<file path="config.mk">
export PLATFORM = sky130hd
export DESIGN_NAME = pfa_ram
export DESIGN_NICKNAME = d
export VERILOG_FILES = /design/src/sv/pfa_ram.sv
export SDC_FILE = /design/constraint.sdc
export NUM_CORES = 1
export LEC_CHECK = 0
export ABC_AREA = 0
export BUFFER_PORTS_ARGS = -buffer_cell sky130_fd_sc_hd__buf_2
export CORE_UTILIZATION = 45
export CTS_BUF_LIST = sky130_fd_sc_hd__clkbuf_16
export CTS_CLUSTER_SIZE = 10
export DETAILED_ROUTE_END_ITERATION = 10
export SETUP_SLACK_MARGIN = 0.2
export SLEW_MARGIN = 20
export SYNTH_ARGS = -nofsm -noshare
export SYNTH_HDL_FRONTEND = slang
export SYNTH_SLANG_ARGS = --single-unit
</file>
<file path="constraint.sdc">
create_clock -name i_clk -period 3.9 [get_ports i_clk]
set_input_delay 0.78 -clock i_clk [delete_from_list [all_inputs] [get_ports i_clk]]
set_output_delay 0.78 -clock i_clk [all_outputs]
set_load 0.005 [all_outputs]
</file>
<file path="src/sv/pfa_ram.sv">
module pfa_ram #(
    parameter int WIDTH = 8,
    parameter int DEPTH = 16
) (
    input  logic                     i_clk,
    input  logic                     i_we,
    input  logic [$clog2(DEPTH)-1:0] i_waddr,
    input  logic [WIDTH-1:0]         i_wdata,
    input  logic [$clog2(DEPTH)-1:0] i_raddr,
    output logic [WIDTH-1:0]         o_rdata
);

    logic [WIDTH-1:0] r_mem [DEPTH];
    logic [WIDTH-1:0] r_rdata;

    // One write port, one registered read port
    always_ff @(posedge i_clk) begin
        if (i_we) begin
            r_mem[i_waddr] <= i_wdata;
        end
        r_rdata <= r_mem[i_raddr];
    end

    assign o_rdata = r_rdata;

endmodule
</file>
==> out/results.txt <==
Status - finished clean
Die width - 109 um
CTS Hold Bufs - 0
Initial drt markers - 205
Number of synthesized register bits - 136
RSZ-0062 raised after global routing - false
CP Capture Type - flop
Total gr overflow - 0
Max_cap viols - 0
Drt wl/cell - 23.5 um
Vias in the first global route - 2469
Distinct cells, synth - 19
CP max-delay cell - mux4_1
DIE AREA - 11900 um^2
Most common cell after layout, fill and taps aside - edfxtp_1
Largest family of logic cells by synthesized area - multiplexers
Slew @ Worst Pin - 1.13 ns
First-pass GRT wire length - 14.9 mm
Core area - 11000 um^2
Total I/O pin count - 26
GRT Overall Usage - 18.9%
Mux contribution to synthesized area - 15.0%
CP cell instances - buf_2, buf_4, mux4_1, a22oi_1, nand2_1
Synth Area in XOR/XNOR - 0%
Worst EP arrival - 2.39 ns
Yosys warns - 0
Vias - 2427
Req. time, crit path - 4.20 ns
DP HPWL - 6.11 mm
Synth Area in Adders - 0%
Top FF cell, synth - edfxtp_1
Clock transition at path regs - 0.05 ns
DRC viols - 0
Final net count - 288
Buf+Inv Stages, Crit Path - 2
Tmin final - 2.09 ns
Post-synthesis net count - 247
Simple-Gate Fraction of Synth Area - 3.18%
Root Buffer - clkbuf_16
Period utilisation layout - 53.5%
Final hold vios - 0
CTS H-tree lvls - 4
Place WS - 1.33 ns
Rows - 38
Hold crit path type - flop to flop
Via density - 5.74
N_diodes - 0
Max Slew Vio Count - 0
Pin count of the biggest net entering global routing - 33
Num CTS Buffers - 17
Compound-Gate Fraction of Synth Area - 2.33%
Most frequent cells in the layout - edfxtp_1 (128), buf_2 (25), mux4_2 (18)
Leakage - 2.02 nW
Setup CP Type - primary input to flop
Sequential share of the synthesized area - 77.8%
Ratio of cells with drive above 1 in the final layout - 26.9%
Critical Path Source Type - primary input
Initial antenna violation count - 0
Die Y - 109 um
Gate Count Post-Synth - 229
CP delay by family, top - buffers and inverters
Critical Path Fanout Max - 16
# setup viols final - 0
Max-slew headroom - 24.3%
TNS Setup - 0 ns
Post-Layout Cell Count - 423
PortBufs - 25
PostCTS Resize Cnt - 0
Placer Congestion - 0.753
Clock Skews - 0.00502 ns
Async set or reset register ratio after synthesis - 0%
Final hold slack - 0.671 ns
Number of setup buffers added after CTS - 0
Cell area after synthesis - 5150 um^2
Final Worst Setup Slack - 1.81 ns
Max Fclk - 479 MHz
Post-layout util - 54.5%
CTS sink cnt - 136
Dpl cells - 391
Post-Route WL - 9.95 mm
Starting Density - 46.9%
Layout fillers - 848
Worst skew pair latency - 0.41 ns
Post-synth EDFFs - 128
CTS max path bufs - 2
VDD IR max - 0.260 mV
Synthesis-to-layout area growth - 16.3%
CP max stage delay - 0.58 ns
PD cells - 555 nW/um^2
Final ANT Viol Nets - 0
CTS tree - done
Iteration count of the initial detailed-routing pass - 5
Average cell area after synthesis - 22.5 um^2
[cells by family after synthesis]
logic type	count (synthesis)
and+or+nand+nor	35
DFF	136
AOI/OAI and AO/OA	16
buffers and inverters	10
muxes	32
[worst paths after layout]
path	startpoint	end	slack, ns	depth (start not counted)
max reg2reg	r_mem[2][1]	o_rdata[1]	2.50	3
max	i_raddr[0]	o_rdata[3]	1.81	5
min reg2reg	r_mem[15][2]	o_rdata[2]	0.67	3
min	r_mem[15][2]	o_rdata[2]	0.67	3
[cell type report]
class                           count  area [um^2]  area share (%)
Sequential cell                   136         4000            66.9
Multi-Input combinational cell     83         1060            17.7
Clock buffer                       17          425            7.11
Timing Repair Buffer               32          178            2.97
Tap cell                          140          175            2.93
Clock inverter                     15          146            2.45
[power by group]
group	leakage, nW	switching [mW]	internal, mW	total [mW]
Sequential	1.22	0.00952	1.64	1.64
Clock	0.294	0.556	0.982	1.54
Combinational	0.507	0.0811	0.0602	0.141
[worst min-delay path: cells and delay by family, from the launching register on]
family	cells	cell delay, ns
DFF	1	0.31
muxes	1	0.22
AOI/OAI and AO/OA	1	0.06
and+or+nand+nor	1	0.06
[metrics by stage]
| step | cell area (um^2) | power, mW |
|---|---|---|
| after floorplan | 5150 | 1.76 |
| after global placement | 5410 | 1.82 |
| after detailed placement | 5410 | 1.82 |
| after CTS | 5990 | 3.35 |
| after global routing | 5990 | 3.43 |
| final | 5990 | 3.32 |
[routing by layer]
layer	part of all wire [%]	global-route usage, %
met2	47	26.5
met4	2.3	9.07
met1	45	27.1
met5	0	0
met3	5.7	5.80
[flip-flops by register name, summed over array words and instances, names as in the netlist]
name	count
o_rdata	8
r_mem	128
[cells in the mapped netlist, types with 2 or more instances]
library cell / count / share of area [%]
a22oi_1: 16 / 2.3
buf_2: 3 / 0.29
buf_6: 3 / 0.66
clkdlybuf4s25_2: 3 / 0.58
dfxtp_1: 8 / 3.1
edfxtp_1: 128 / 75
mux4_1: 14 / 7.1
mux4_2: 18 / 7.9
nand2_1: 9 / 0.66
nand2b_1: 2 / 0.24
nand3b_1: 2 / 0.29
nor2_1: 13 / 0.95
nor3_1: 4 / 0.39
(Power assumes the default switching activity.)
